$ cat config.mk
export PLATFORM = sky130hd
export DESIGN_NAME = fletcher4_checksum_stream_core
export DESIGN_NICKNAME = d
export VERILOG_FILES = /design/src/sv/f4cs_pkg.sv /design/src/sv/f4cs_front.sv /design/src/sv/f4cs_queue.sv /design/src/sv/f4cs_back.sv /design/src/sv/fletcher4_checksum_stream_core.sv
export SDC_FILE = /design/constraint.sdc
export NUM_CORES = 2
export LEC_CHECK = 0
export BUFFER_PORTS_ARGS = -buffer_cell sky130_fd_sc_hd__buf_2
export CORE_ASPECT_RATIO = 0.7
export CORE_MARGIN = 1
export CORE_UTILIZATION = 57
export CTS_CLUSTER_SIZE = 24
export DETAILED_ROUTE_END_ITERATION = 12
export PLACE_DENSITY = 0.89
export SYNTH_ARGS = -nofsm -noshare
export SYNTH_HDL_FRONTEND = slang
export SYNTH_SLANG_ARGS = --single-unit
$ cat constraint.sdc
create_clock -name clock -period 8 [get_ports clock]
set_input_delay 0.4 -clock clock [delete_from_list [all_inputs] [get_ports clock]]
set_output_delay 0.4 -clock clock [all_outputs]
set_load 0.01 [all_outputs]
$ cat src/sv/f4cs_pkg.sv
// f4cs_pkg: shared types, constants and helper functions for the Fletcher-4 stream core.
// No dependencies; every other file of the block imports it.
package f4cs_pkg;

   localparam int WORD_W          = 32;
   localparam int SUM_W           = 64;
   localparam int QUEUE_DEPTH_DEF = 4;

   // Pair-term widths: e+o, 2e+o, 3e+o, 4e+o
   localparam int S1_W = WORD_W + 1;
   localparam int S2_W = WORD_W + 2;
   localparam int S3_W = WORD_W + 3;
   localparam int S4_W = WORD_W + 3;

   typedef struct packed {
      logic [WORD_W-1:0] word_even;
      logic [WORD_W-1:0] word_odd;
      logic              first_pair;
      logic              last_pair;
   } req_type;

   typedef struct packed {
      logic [SUM_W-1:0] sum_a;
      logic [SUM_W-1:0] sum_b;
      logic [SUM_W-1:0] sum_c;
      logic [SUM_W-1:0] sum_d;
   } rsp_type;

   // One classified pair as held in the queue
   typedef struct packed {
      logic [S1_W-1:0] s1;
      logic [S2_W-1:0] s2;
      logic [S3_W-1:0] s3;
      logic [S4_W-1:0] s4;
      logic            first_pair;
      logic            last_pair;
   } qent_type;

   typedef struct packed {
      logic     valid;
      qent_type data;
   } qpush_type;

   typedef struct packed {
      logic full;
      logic empty;
   } qstat_type;

   typedef struct packed {
      logic [SUM_W-1:0] s;
      logic [SUM_W-1:0] c;
   } csa_type;

   function automatic logic [WORD_W-1:0] swap32(input logic [WORD_W-1:0] w);
      return {w[7:0], w[15:8], w[23:16], w[31:24]};
   endfunction

   // 3:2 carry-save compression, carries already shifted into place
   function automatic csa_type csa3(input logic [SUM_W-1:0] x,
                                    input logic [SUM_W-1:0] y,
                                    input logic [SUM_W-1:0] z);
      csa_type r;
      r.s = x ^ y ^ z;
      r.c = {((x[SUM_W-2:0] & y[SUM_W-2:0]) | (x[SUM_W-2:0] & z[SUM_W-2:0]) |
              (y[SUM_W-2:0] & z[SUM_W-2:0])), 1'b0};
      return r;
   endfunction

endpackage

$ cat src/sv/f4cs_front.sv
// f4cs_front: input acceptance, byte-order selection and per-pair term precompute.
// Depends on f4cs_pkg; feeds f4cs_queue.
module f4cs_front (
   input  logic              clock,
   input  logic              reset,
   input  logic              csr_valid,
   input  logic              csr_data,
   output logic              csr_ready,
   input  logic              req_valid,
   input  f4cs_pkg::req_type req_data,
   output logic              req_ready,
   input  f4cs_pkg::qstat_type qstat,
   output f4cs_pkg::qpush_type qpush
);
   import f4cs_pkg::*;

   logic              swap_ff, swap_in;
   logic [WORD_W-1:0] we, wo;
   logic [S2_W-1:0]   e3;

   assign csr_ready = 1'b1;
   assign swap_in   = (csr_valid && csr_ready) ? csr_data : swap_ff;

   always_ff @(posedge clock) begin
      if (reset) begin
         swap_ff <= 1'b0;
      end else begin
         swap_ff <= swap_in;
      end
   end

   assign req_ready = !qstat.full;

   always_comb begin
      we = swap_ff ? swap32(req_data.word_even) : req_data.word_even;
      wo = swap_ff ? swap32(req_data.word_odd)  : req_data.word_odd;
      e3 = {1'b0, we, 1'b0} + {2'b00, we};
      qpush.valid           = req_valid && req_ready;
      qpush.data.s1         = {1'b0, we} + {1'b0, wo};
      qpush.data.s2         = {1'b0, we, 1'b0} + {2'b00, wo};
      qpush.data.s3         = {1'b0, e3} + {3'b000, wo};
      qpush.data.s4         = {1'b0, we, 2'b00} + {3'b000, wo};
      qpush.data.first_pair = req_data.first_pair;
      qpush.data.last_pair  = req_data.last_pair;
   end

endmodule

$ cat src/sv/f4cs_queue.sv
// f4cs_queue: short FIFO between the front and the back end.
// Depends on f4cs_pkg.
module f4cs_queue #(
   parameter int DEPTH = f4cs_pkg::QUEUE_DEPTH_DEF
) (
   input  logic                clock,
   input  logic                reset,
   input  f4cs_pkg::qpush_type qpush,
   input  logic                pop,
   output f4cs_pkg::qent_type  head,
   output f4cs_pkg::qstat_type qstat
);
   import f4cs_pkg::*;

   localparam int AW = (DEPTH > 1) ? $clog2(DEPTH) : 1;
   localparam int CW = $clog2(DEPTH + 1);

   qent_type        mem [DEPTH];
   logic [AW-1:0]   wr_ptr_ff, wr_ptr_in, rd_ptr_ff, rd_ptr_in;
   logic [CW-1:0]   count_ff, count_in;
   logic            do_push, do_pop;

   assign qstat.full  = (count_ff == CW'(DEPTH));
   assign qstat.empty = (count_ff == '0);
   assign do_push     = qpush.valid && !qstat.full;
   assign do_pop      = pop && !qstat.empty;
   assign head        = mem[rd_ptr_ff];

   always_comb begin
      wr_ptr_in = wr_ptr_ff;
      rd_ptr_in = rd_ptr_ff;
      count_in  = count_ff;
      if (do_push) begin
         wr_ptr_in = (wr_ptr_ff == AW'(DEPTH - 1)) ? '0 : wr_ptr_ff + 1'b1;
      end
      if (do_pop) begin
         rd_ptr_in = (rd_ptr_ff == AW'(DEPTH - 1)) ? '0 : rd_ptr_ff + 1'b1;
      end
      if (do_push && !do_pop) begin
         count_in = count_ff + 1'b1;
      end else if (do_pop && !do_push) begin
         count_in = count_ff - 1'b1;
      end
   end

   always_ff @(posedge clock) begin
      if (reset) begin
         wr_ptr_ff <= '0;
         rd_ptr_ff <= '0;
         count_ff  <= '0;
      end else begin
         wr_ptr_ff <= wr_ptr_in;
         rd_ptr_ff <= rd_ptr_in;
         count_ff  <= count_in;
      end
   end

   always_ff @(posedge clock) begin
      if (do_push) begin
         mem[wr_ptr_ff] <= qpush.data;
      end
   end

endmodule

$ cat src/sv/f4cs_back.sv
// f4cs_back: running sums, two words per cycle unless stalled, and the result
// output register. Depends on f4cs_pkg; drains f4cs_queue.
module f4cs_back (
   input  logic                clock,
   input  logic                reset,
   input  f4cs_pkg::qent_type  head,
   input  f4cs_pkg::qstat_type qstat,
   output logic                pop,
   output logic                rsp_valid,
   output f4cs_pkg::rsp_type   rsp_data,
   input  logic                rsp_ready
);
   import f4cs_pkg::*;

   logic [SUM_W-1:0] acc_a_ff, acc_b_ff, acc_c_ff, acc_d_ff;
   logic [SUM_W-1:0] acc_a_in, acc_b_in, acc_c_in, acc_d_in;
   logic [SUM_W-1:0] a, b, c, d;
   logic             rsp_valid_ff, rsp_valid_in;
   rsp_type          rsp_data_ff;
   csa_type          cx, cy, cz, dp, dq, dr, dt, bx;

   // Take the head unless it would produce a result with the output slot blocked
   assign pop = !qstat.empty && (!head.last_pair || !rsp_valid_ff || rsp_ready);

   // After a pair (e, o): a+=e+o, b+=2a+2e+o, c+=2b+3a+3e+o, d+=2c+3b+4a+4e+o
   always_comb begin
      a = head.first_pair ? '0 : acc_a_ff;
      b = head.first_pair ? '0 : acc_b_ff;
      c = head.first_pair ? '0 : acc_c_ff;
      d = head.first_pair ? '0 : acc_d_ff;

      bx = csa3(b, a << 1, SUM_W'(head.s2));

      cx = csa3(c, b << 1, a);
      cy = csa3(cx.s, cx.c, a << 1);
      cz = csa3(cy.s, cy.c, SUM_W'(head.s3));

      dp = csa3(d, c << 1, b);
      dq = csa3(b << 1, a << 2, SUM_W'(head.s4));
      dr = csa3(dp.s, dp.c, dq.s);
      dt = csa3(dr.s, dr.c, dq.c);

      acc_a_in = acc_a_ff;
      acc_b_in = acc_b_ff;
      acc_c_in = acc_c_ff;
      acc_d_in = acc_d_ff;
      if (pop) begin
         acc_a_in = a + SUM_W'(head.s1);
         acc_b_in = bx.s + bx.c;
         acc_c_in = cz.s + cz.c;
         acc_d_in = dt.s + dt.c;
      end

      if (pop && head.last_pair) begin
         rsp_valid_in = 1'b1;
      end else if (rsp_ready) begin
         rsp_valid_in = 1'b0;
      end else begin
         rsp_valid_in = rsp_valid_ff;
      end
   end

   always_ff @(posedge clock) begin
      if (reset) begin
         acc_a_ff     <= '0;
         acc_b_ff     <= '0;
         acc_c_ff     <= '0;
         acc_d_ff     <= '0;
         rsp_valid_ff <= 1'b0;
      end else begin
         acc_a_ff     <= acc_a_in;
         acc_b_ff     <= acc_b_in;
         acc_c_ff     <= acc_c_in;
         acc_d_ff     <= acc_d_in;
         rsp_valid_ff <= rsp_valid_in;
      end
   end

   always_ff @(posedge clock) begin
      if (pop && head.last_pair) begin
         rsp_data_ff.sum_a <= acc_a_in;
         rsp_data_ff.sum_b <= acc_b_in;
         rsp_data_ff.sum_c <= acc_c_in;
         rsp_data_ff.sum_d <= acc_d_in;
      end
   end

   assign rsp_valid = rsp_valid_ff;
   assign rsp_data  = rsp_data_ff;

endmodule

$ cat src/sv/fletcher4_checksum_stream_core.sv
// fletcher4_checksum_stream_core: top level of the Fletcher-4 checksum stream block.
// Depends on f4cs_pkg, f4cs_front, f4cs_queue and f4cs_back.
//
//   channel | ports                        | carries
//   --------+------------------------------+------------------------------------------
//   req     | req_valid/req_ready/req_data | one item: word pair plus first/last flags
//   rsp     | rsp_valid/rsp_ready/rsp_data | the four 64-bit sums, after a last pair
//   csr     | csr_valid/csr_ready/csr_data | swap_bytes bit, always ready
//
// One item per cycle sustained while the queue has room; a last pair taken into an empty queue
// is first written into the queue, then its sums are registered in the result output register.
// The back end folds both words of a pair into the sums together: carry-save trees for
// sums b, c and d, and each sum closed by one 64-bit add.
// Reset is synchronous: sums cleared, queue emptied, swap_bytes back to native order.
// A stalled rsp holds only the back end; req keeps being taken until the queue fills.
module fletcher4_checksum_stream_core #(
   parameter int QUEUE_DEPTH = f4cs_pkg::QUEUE_DEPTH_DEF
) (
   input  logic              clock,
   input  logic              reset,
   input  logic              csr_valid,
   input  logic              csr_data,
   output logic              csr_ready,
   input  logic              req_valid,
   input  f4cs_pkg::req_type req_data,
   output logic              req_ready,
   output logic              rsp_valid,
   output f4cs_pkg::rsp_type rsp_data,
   input  logic              rsp_ready
);
   import f4cs_pkg::*;

   qpush_type qpush;
   qstat_type qstat;
   qent_type  head;
   logic      pop;

   // Front: take items, apply byte order, precompute pair terms
   f4cs_front u_front (
      .clock     (clock),
      .reset     (reset),
      .csr_valid (csr_valid),
      .csr_data  (csr_data),
      .csr_ready (csr_ready),
      .req_valid (req_valid),
      .req_data  (req_data),
      .req_ready (req_ready),
      .qstat     (qstat),
      .qpush     (qpush)
   );

   // Queue: decouple acceptance from summing
   f4cs_queue #(
      .DEPTH (QUEUE_DEPTH)
   ) u_queue (
      .clock (clock),
      .reset (reset),
      .qpush (qpush),
      .pop   (pop),
      .head  (head),
      .qstat (qstat)
   );

   // Back: advance the sums and hold a result until taken
   f4cs_back u_back (
      .clock     (clock),
      .reset     (reset),
      .head      (head),
      .qstat     (qstat),
      .pop       (pop),
      .rsp_valid (rsp_valid),
      .rsp_data  (rsp_data),
      .rsp_ready (rsp_ready)
   );

endmodule

==> results.toml <==
[worst_setup_path]
r2r-end = "u_back.rsp_data[56]"
path_class = "reg2reg"
slowest_delay_ns = 0.64
cp_top_family = "compound AO/OA/AOI/OAI gates"
cp.arrival_ns = 8.04
crit_fanout = 22
r2r_cells = 22
worstSetupEndpointType = "register"
cp_num_buf_inv = 4
worstPathRequired_ns = 8.48
critPathLaunchType = "register"
r2r_setup_slack_ns = 0.44
crit_chain = "buf_4 -> mux4_2 -> inv_1 -> fa_1 -> fa_1 -> fa_1 -> inv_1 -> ha_1 -> inv_1 -> fa_1 -> nor2b_1 -> o21ai_1 -> a21boi_0 -> o21ai_1 -> a21oi_1 -> a21o_1 -> a31oi_1 -> a211oi_1 -> a21oi_1 -> nor3_1 -> mux2i_1 -> nand3_1"
cp_slowest_cell = "dfxtp_4"
cpMostUsedCell = "fa_1"

[logic_synthesis]
synth_nets = 7376
synth_area_leaders = "edfxtp_1 34%, fa_1 11%, dfxtp_1 7.6%, ha_1 7.4%, nand2_1 4.6%"
synth_compound_area_share_pct = 11.5
syn_area_um2 = 70400
synthSimpleGateAreaFrac_pct = 11.4
syn_inst = 6503
ys_seq_elements = 1067
muxShareOfSynthArea_pct = 5.84
synth-xor-area-share_pct = 5.41
yosysTopAreaCell = "edfxtp_1"
yosysUniqueCellTypes = 101
async_reset_ff_share_pct = 0
synth_top_area_share_pct = 34.1
yosys_warnings = 0
synth_ff_type = "edfxtp_1"
synth_top_family_by_area = "adder cells"
synth_fa_ha_area_share_pct = 19.2
syn_avg_cell_area_um2 = 10.8
ys_seq_area_share_pct = 41.7
synth-edff-count = 800

[grt]
grt_pass1_vias = 52400
antenna_found_initial = 12
grt_pass1_wl_um = 319000
grt_remaining_overflow = 0
grt_usage_pct = 33.9
grt_max_degree = 116

[timing]
finalSetupViolations = 0
worst_slack_ns = 0.441
slew_headroom_pct = 10.2
min_period_ns = 7.56
hold_ws_ns = 0.0809
fmax_mhz = 132
rsz0062_at_grt = "false"
fin_setup_tns_ns = 0
fin_crit_sh_pct = 94.5
slew_viol_final = 0
hold_violations = 0
final.setup_skew_ns = 0.0471
worstMarginPinSlew_ns = 1.33

[pwr]
p_clk_share_pct = 15.0
p_leak_uw = 0.0329
power_frac_seq_pct = 25.6
powerDensity_nw_per_um2 = 456
peakVddDrop_v = 0.000460
intPower_uw = 18600
p_sw_share_pct = 47.2
pwr-share-comb_pct = 59.4
switchingPower_uw = 16600

[cts]
clockRootBuffer = "clkbuf_16"
cts.sinks = 1067
clk_path_buf_depth = 3
htree_levels = 3
cts_buffers = 104
cts_tree = "done"
cts_resized = 0
clkLatencyLatePin_ns = 0.76
clk_pin_slew_ns = 0.07

[final_layout]
final_common_cell = "nand2_1"
final_cell_mix = "872 x nand2_1, 800 x edfxtp_1, 671 x inv_1, 418 x a21oi_1, 416 x ha_1"
drive_gt1_share_pct = 12.1
nets = 7608
fill_cells = 9190
areaGrowthSynthToFinish_pct = 9.79

[detailed_routing]
wl_met1_um = 84200
dr_wl_met2_um = 91600
dr_wl_met3_um = 24300
vias_per_cell = 6.30
first_pass_iters = 6
top_layer = "met5"
antenna_left = 0
num_vias = 53300
drc = 0
detail_route.iter0.violations = 6725
drt_wl_total_um = 213000
avgRoutedWirePerCell_um = 25.2

[placement]
portBuffers = 329
place_hpwl_um = 159000
pre_cts_slack_ns = 0.703
gp_congestion = 1.02

[floorplan]
num_io_pins = 331
fp.dieH_um = 296
die_x_um = 422
rows = 107
die_area_um2 = 125000
core_area_um2 = 122000
start_util_pct = 57.7

[worst_hold_path]
hold_end = "u_back.rsp_valid"
min_path_type = "in2reg"
min_from = "rsp_ready"
min_path_cells = 3

[outcome]
status = "completed"

[run]
drv_cap = 0
## worst reg2reg max path, stage by stage (launching register included)
cell	delay [ns]
dfxtp_4	0.64
buf_4	0.51
mux4_2	0.58
inv_1	0.14
fa_1	0.43
fa_1	0.49
fa_1	0.48
inv_1	0.07
ha_1	0.17
inv_1	0.06
fa_1	0.39
nor2b_1	0.13
o21ai_1	0.08
a21boi_0	0.35
o21ai_1	0.24
a21oi_1	0.60
a21o_1	0.30
a31oi_1	0.17
a211oi_1	0.51
a21oi_1	0.33
nor3_1	0.28
mux2i_1	0.27
nand3_1	0.09
## kinds of logic after synthesis
family          Yosys count
simple gates           1735
compound gates         1244
flops                  1067
buf+inv                 927
fa+ha+maj               862
xor+xnor                435
mux                     232
other cells               1
## power by group through the flow
| stage | Combinational [µW] | Clock (µW) | Sequential, µW |
|---|---|---|---|
| 5_1_grt | 22700 | 5490 | 9100 |
| 4_1_cts | 20400 | 5290 | 9020 |
| 6_report | 20900 | 5280 | 9030 |
| 3_3_place_gp | 19500 | 0 | 9040 |
| 3_5_place_dp | 20100 | 0 | 9110 |
| 2_1_floorplan | 13900 | 0 | 9190 |
## repair_timing
item,CTS,global route
endpoints found under the hold margin,9,0
hold buffers,4,0
buffers inserted,0,0
## Yosys cell counts (all sizes together) (204+ instances only)
cell,number
a21o,204
a21oi,422
and2,223
clkbuf,220
dfxtp,267
edfxtp,800
fa,385
ha,416
inv,673
nand2,872
nor2,220
o21ai,238
xnor2,329
## sequential cells by signal, indices dropped and copies added, names as in the netlist, named ones only
name	count
u_back.acc_a_ff	64
u_back.acc_b_ff	64
u_back.acc_c_ff	64
u_back.acc_d_ff	64
u_back.rsp_data	256
u_back.rsp_valid	1
u_front.swap_ff	1
u_queue.count_ff	3
u_queue.mem	544
u_queue.rd_ptr_ff	2
u_queue.wr_ptr_ff	2
## worst max-delay path by stage
stage / end / cells after the start
after floorplan: u_back.rsp_data[0] / 6
after global placement: u_back.rsp_data[125] / 19
after detailed placement: u_back.rsp_data[56] / 22
after CTS: u_back.rsp_data[62] / 22
after global routing: u_back.rsp_data[62] / 22
final: u_back.rsp_data[56] / 22
## stage by stage
step / power, µW / instances / area [µm²] / util (%)
CTS: 34700 / 8459 / 77300 / 63.3
global route: 37300 / 8460 / 77300 / 63.3
floorplan: 23100 / 6503 / 70400 / -
finish: 35200 / 8461 / 77300 / 63.3
global placement: 28500 / 8259 / 73600 / 60.3
detailed placement: 29200 / 8259 / 73600 / 60.3
## cell type report
type                            count  area, µm²  area share, %
Timing Repair Buffer              380       2130           2.75
Clock inverter                     58        744          0.963
Antenna cell                        1       2.50        0.00324
Inverter                          673       2540           3.28
Sequential cell                  1067      29400           38.0
Tap cell                         1635       2050           2.65
Multi-Input combinational cell   4509      37600           48.6
Clock buffer                      138       2870           3.72
## layer usage
layer	vias to the layer above	track usage, %
li1	23200	-
met1	25900	46.3
met2	3469	50.8
met3	685	8.15
met4	16	16.9
met5	-	0
No activity file was read; power rests on OpenSTA's default activity.
